**config.mk**
```make
export PLATFORM = sky130hd
export DESIGN_NAME = sbb_out_fifo
export DESIGN_NICKNAME = d
export VERILOG_FILES = /design/src/hdl/sbb_pkg.sv /design/src/hdl/sbb_out_fifo.sv
export SDC_FILE = /design/constraint.sdc
export NUM_CORES = 1
export LEC_CHECK = 0
export ABC_AREA = 1
export BUFFER_PORTS_ARGS = -buffer_cell sky130_fd_sc_hd__buf_2
export CORE_UTILIZATION = 45
export CTS_CLUSTER_DIAMETER = 120
export DETAILED_ROUTE_END_ITERATION = 10
export MAX_ROUTING_LAYER = met4
export PLACE_DENSITY_LB_ADDON = 0.25
export SLEW_MARGIN = 20
export SYNTH_ARGS = -nofsm -noshare
export SYNTH_HDL_FRONTEND = slang
export SYNTH_SLANG_ARGS = --single-unit
```
**constraint.sdc**
```tcl
create_clock -name clk -period 10.15 [get_ports clk]
set_clock_uncertainty 0.05 [all_clocks]
set_input_delay 1.015 -clock clk [delete_from_list [all_inputs] [get_ports clk]]
set_output_delay 1.015 -clock clk [all_outputs]
set_load 0.02 [all_outputs]
```
**src/hdl/sbb_pkg.sv**
```systemverilog
// ----------------------------------------------------------------------------
// sbb_pkg: shared definitions of the separable binomial blur
// Default sizes, fixed field widths, register indexes and handshake types.
// ----------------------------------------------------------------------------
package sbb_pkg;

  localparam int DEF_MAX_WIDTH   = 4096;
  localparam int DEF_SAMPLE_BITS = 16;

  // Fixed widths of the pixel, row and register fields.
  localparam int PIX_BITS    = 16;
  localparam int ROW_BITS    = 16;
  localparam int RWIDTH_BITS = 13;
  localparam int CFG_BITS    = 16;

  typedef enum logic [1:0] {
    CFG_LAYOUT = 2'd0,
    CFG_WIDTH  = 2'd1,
    CFG_HEIGHT = 2'd2
  } cfg_index_t;

  // Sequencer states, one-hot.
  typedef enum logic [2:0] {
    ST_IDLE = 3'b001,
    ST_READ = 3'b010,
    ST_CALC = 3'b100
  } seq_state_t;

  // Which of the two result slots are pushed into the output queue this cycle.
  typedef struct packed {
    logic first;
    logic second;
  } sbb_push_t;

endpackage

```
**src/hdl/sbb_out_fifo.sv**
```systemverilog
// ----------------------------------------------------------------------------
// sbb_out_fifo: four-entry result queue
// Takes up to two result words per cycle and hands out one per cycle while ready is high.
// ----------------------------------------------------------------------------
module sbb_out_fifo #(
  parameter int DW = 48
) (
  input  logic              clk,
  input  logic              rst,
  input  sbb_pkg::sbb_push_t push,
  input  logic [DW-1:0]     data_a,
  input  logic [DW-1:0]     data_b,
  output logic              room,
  output logic              valid,
  input  logic              ready,
  output logic [DW-1:0]     data
);
  import sbb_pkg::*;

  logic [DW-1:0] entry [4];
  logic [1:0]    wptr;
  logic [1:0]    rptr;
  logic [2:0]    count;
  logic          pop;
  logic [2:0]    n_push;

  assign pop    = valid && ready;
  assign valid  = (count != 3'd0);
  assign room   = (count <= 3'd2);
  assign data   = entry[rptr];
  assign n_push = {2'b00, push.first} + {2'b00, push.second};

  always_ff @(posedge clk) begin
    if (push.first) begin
      entry[wptr] <= data_a;
    end
    if (push.second) begin
      entry[wptr + {1'b0, push.first}] <= data_b;
    end
  end

  always_ff @(posedge clk) begin
    if (rst) begin
      wptr  <= '0;
      rptr  <= '0;
      count <= '0;
    end else begin
      wptr  <= wptr + n_push[1:0];
      rptr  <= rptr + {1'b0, pop};
      count <= count + n_push - {2'b00, pop};
    end
  end

endmodule

```
==> metrics.md <==
| Metric | Value |
|---|---|
| Min-delay src | count[2] |
| Distinct cell type count after synthesis | 21 |
| Slew margin rel. | 28.6% |
| Post-DRT Antenna Nets | 0 |
| Largest net degree at the start of global routing | 117 |
| Finished Layout Cells | approximately 1700 |
| Compound-Gate Fraction of Synth Area | 8.15% |
| Net Count, Synth | 1381 |
| Dpl hpwl | 16000 um |
| Cell Area, Synth | 10700 um^2 |
| Number of vias per cell | 5.30 |
| Total die area | 24400 um^2 |
| Die Wd | 156 um |
| Final #Nets | between 1000 and 1500 |
| CTS H-Tree Depth | 4 |
| GR met3 Demand/Resource | under 10% |
| Worst hold stages | 2 |
| Crit end category | flip-flop |
| Syn Area/Cell | about 8.4 um^2 |
| RSZ-0062 raised after global routing | no |
| Iteration-0 DRC count of the detailed router | 852 |
| Skew-Pair Late Insertion Delay | 0.43 ns |
| Drt total wl | between 20000 and 30000 um |
| Synth Register Bits | 199 |
| Total GRT Usage | 23.7% |
| Fin. max-slew vios | 0 |
| GR Util met2 | 39.0% |
| Main combinational cell family by area after synthesis | simple AND/OR/NAND/NOR gates |
| Crit path arrival time | 4.13 ns |
| RR Startpoint | wptr[0] |
| Final Hold Vio Count | 0 |
| Reg2reg setup slack | 6.31 ns |
| Clock slew at reported path FFs | about 0.070 ns |
| Num CTS Buffers | 17 |
| Static leakage | 5.55 nW |
| Final worst-path cycle share | 40.5% |
| XOR/XNOR Fraction of Synth Area | 0.0817% |
| CTS Sinks | 199 |
| Core Area | 23400 um^2 |
| Worst slew pin tran | 1.07 ns |
| CTS resizes | 0 |
| Initial Util | 45.8% |
| Filler cell count in the final layout | 2207 |
| WL per Instance | 16.0 um |
| R2R Path End | entry[2][15] |
| DRC Markers | 0 |
| Syn. warnings | 0 |
| Postcts setup bufs | 0 |
| Post-synthesis mux area share | 0% |
| VDD IR-drop max | 0.120 mV |
| Vias in the first global route | 8232 |
| Hold-fix buffers at CTS | 0 |
| Post-Place Cells | approximately 1700 |
| Register area share after synthesis | 55.1% |
| Setup violators final | 0 |
| Hold EP | count[2] |
| CTS tree | built |
| Syn Inst Count | 1272 |
| M1 GR Usage | 29.7% |
| Die H | 156 um |
| Row count | 56 |
| Port bufs | 150 |
| Vias | 8963 |
| Max_cap viols | 0 |
| 1st-pass router iterations | 5 |
| Hold Crit Class | reg2reg |
| Kind of critical path | in2reg |
| Synth Area in Adders | 1.00% |
| Max Clk Rate | 243 MHz |
| Final worst path period need | 4.11 ns |
| Crit path launch type | primary input |
| Layout cells sized above 1 | 15.0% |
| Remaining Overflow, GRT | 0 |
| Worst EP required | 10.17 ns |
| Placer Congestion | ~0.74 |
| Global routing's busiest layer | met2 |
| Critical Path Fanout Max | 98 |
| Root Driver | clkbuf_16 |
| Initial antenna violation count | 1 |
| Clock buffer depth | 2 |
| Worst r2r path cells | 6 |
| Area growth from synthesis to layout | 13.4% |
| PwrDens | 226 nW/um^2 |
| Status | finished, final reports clean |
| I/O pin count | 151 |
| First-pass GRT wire length | between 40000 and 50000 um |
| Final setup TNS | 0 ns |
| Post-Synth Simple-Gate Area | 27.2% |
## metal layers
| metal | routed length (um) | part of all wire (%) |
|---|---|---|
| met1 | 11400 | 42 |
| met2 | 13500 | 50 |
| met3 | 1580 | 5.8 |
| met4 | 655 | 2.4 |
| met5 | 0 | 0 |
## cells in the mapped netlist
cell type | n | area share (%)
a21boi_0 | 1 | 0.070
dfxtp_1 | 7 | 1.3
o21ai_0 | 50 | 2.3
xnor2_1 | 1 | 0.082
ha_1 | 7 | 0.82
nand2_1 | 496 | 17
clkbuf_1 | 25 | 0.88
inv_1 | 113 | 4.0
o211ai_1 | 48 | 3.4
fa_1 | 1 | 0.19
buf_6 | 3 | 0.32
buf_1 | 5 | 0.18
a21oi_1 | 51 | 2.4
buf_4 | 11 | 0.77
nor2_4 | 1 | 0.11
edfxtp_1 | 192 | 54
nand3_1 | 196 | 9.2
inv_2 | 3 | 0.11
nor2_1 | 8 | 0.28
buf_2 | 48 | 2.2
nand2_2 | 5 | 0.29
## kinds of logic after synthesis
group / Yosys count
XOR/XNOR: 1
AO/OA/AOI/OAI: 150
adder cells (fa/ha/maj): 8
flip-flops: 199
buffers and inverters: 208
AND/OR/NAND/NOR: 706
## report_power, final
| part | total, mW | switching [mW] | internal, mW |
|---|---|---|---|
| Combinational | 0.957 | 0.684 | 0.273 |
| Clock | 0.694 | 0.324 | 0.370 |
| Sequential | 1.10 | 0.0507 | 1.05 |
## layout make-up
type / count / area, um^2 / share of cell area (%)
antenna: 1 / 2.50 / 0.0206
clock buffer: 17 / 425 / 3.50
clock inverter: 15 / 164 / 1.35
inverter: 116 / 437 / 3.59
multi-input combinational: 865 / 3970 / 32.6
sequential: 199 / 5910 / 48.7
tap: 319 / 399 / 3.28
timing repair buffer: 159 / 846 / 6.96
## critical path: stages
cell and delay [ns]:
buf_2 0.13, ha_1 0.23, inv_2 0.06, nand2_1 0.07, nand2_4 0.77, nand2_4 0.65
nand2_2 0.60, buf_4 0.54
## flip-flops by register name, summed over array words and instances (netlist names)
name and count:
entry 192, count 3, rptr 2, wptr 2
## placed cells by master, fill, tap and decap left out, drive strengths merged, types with 2 or more instances in the layout
master / netlist / final
edfxtp: 192 / 192
o21ai: 50 / 50
nand3: 196 / 196
ha: 7 / 7
nand2: 501 / 501
clkbuf: 25 / 17
bufinv: 0 / 2
inv: 116 / 123
dfxtp: 7 / 7
buf: 67 / 159
a21oi: 51 / 51
nor2: 9 / 9
clkinv: 0 / 5
o211ai: 48 / 48
## worst max path at each step
stage	cells after the start	from	endpoint	slack [ns]
after floorplan	2	push[1]	entry[0][0]	5.12
after global placement	7	push[1]	entry[2][14]	5.00
after detailed placement	7	push[1]	entry[2][15]	4.90
after CTS	7	push[1]	entry[2][15]	5.36
after global routing	8	push[1]	entry[2][15]	5.82
final	8	push[1]	entry[2][15]	6.04
## through the flow
stage	cell area, um^2	util (%)	hold WS, ns	total power [mW]	setup WS [ns]
6_report	12200	51.9	0.531	2.75	6.04
5_1_grt	12200	51.9	0.592	2.90	5.82
4_1_cts	12100	51.7	0.526	2.75	5.36
3_5_place_dp	11500	49.2	0.509	2.07	4.90
3_3_place_gp	11500	49.2	0.489	2.05	5.00
2_1_floorplan	10700	-	0.447	1.77	5.12
Power figures use the tool's default switching activity.
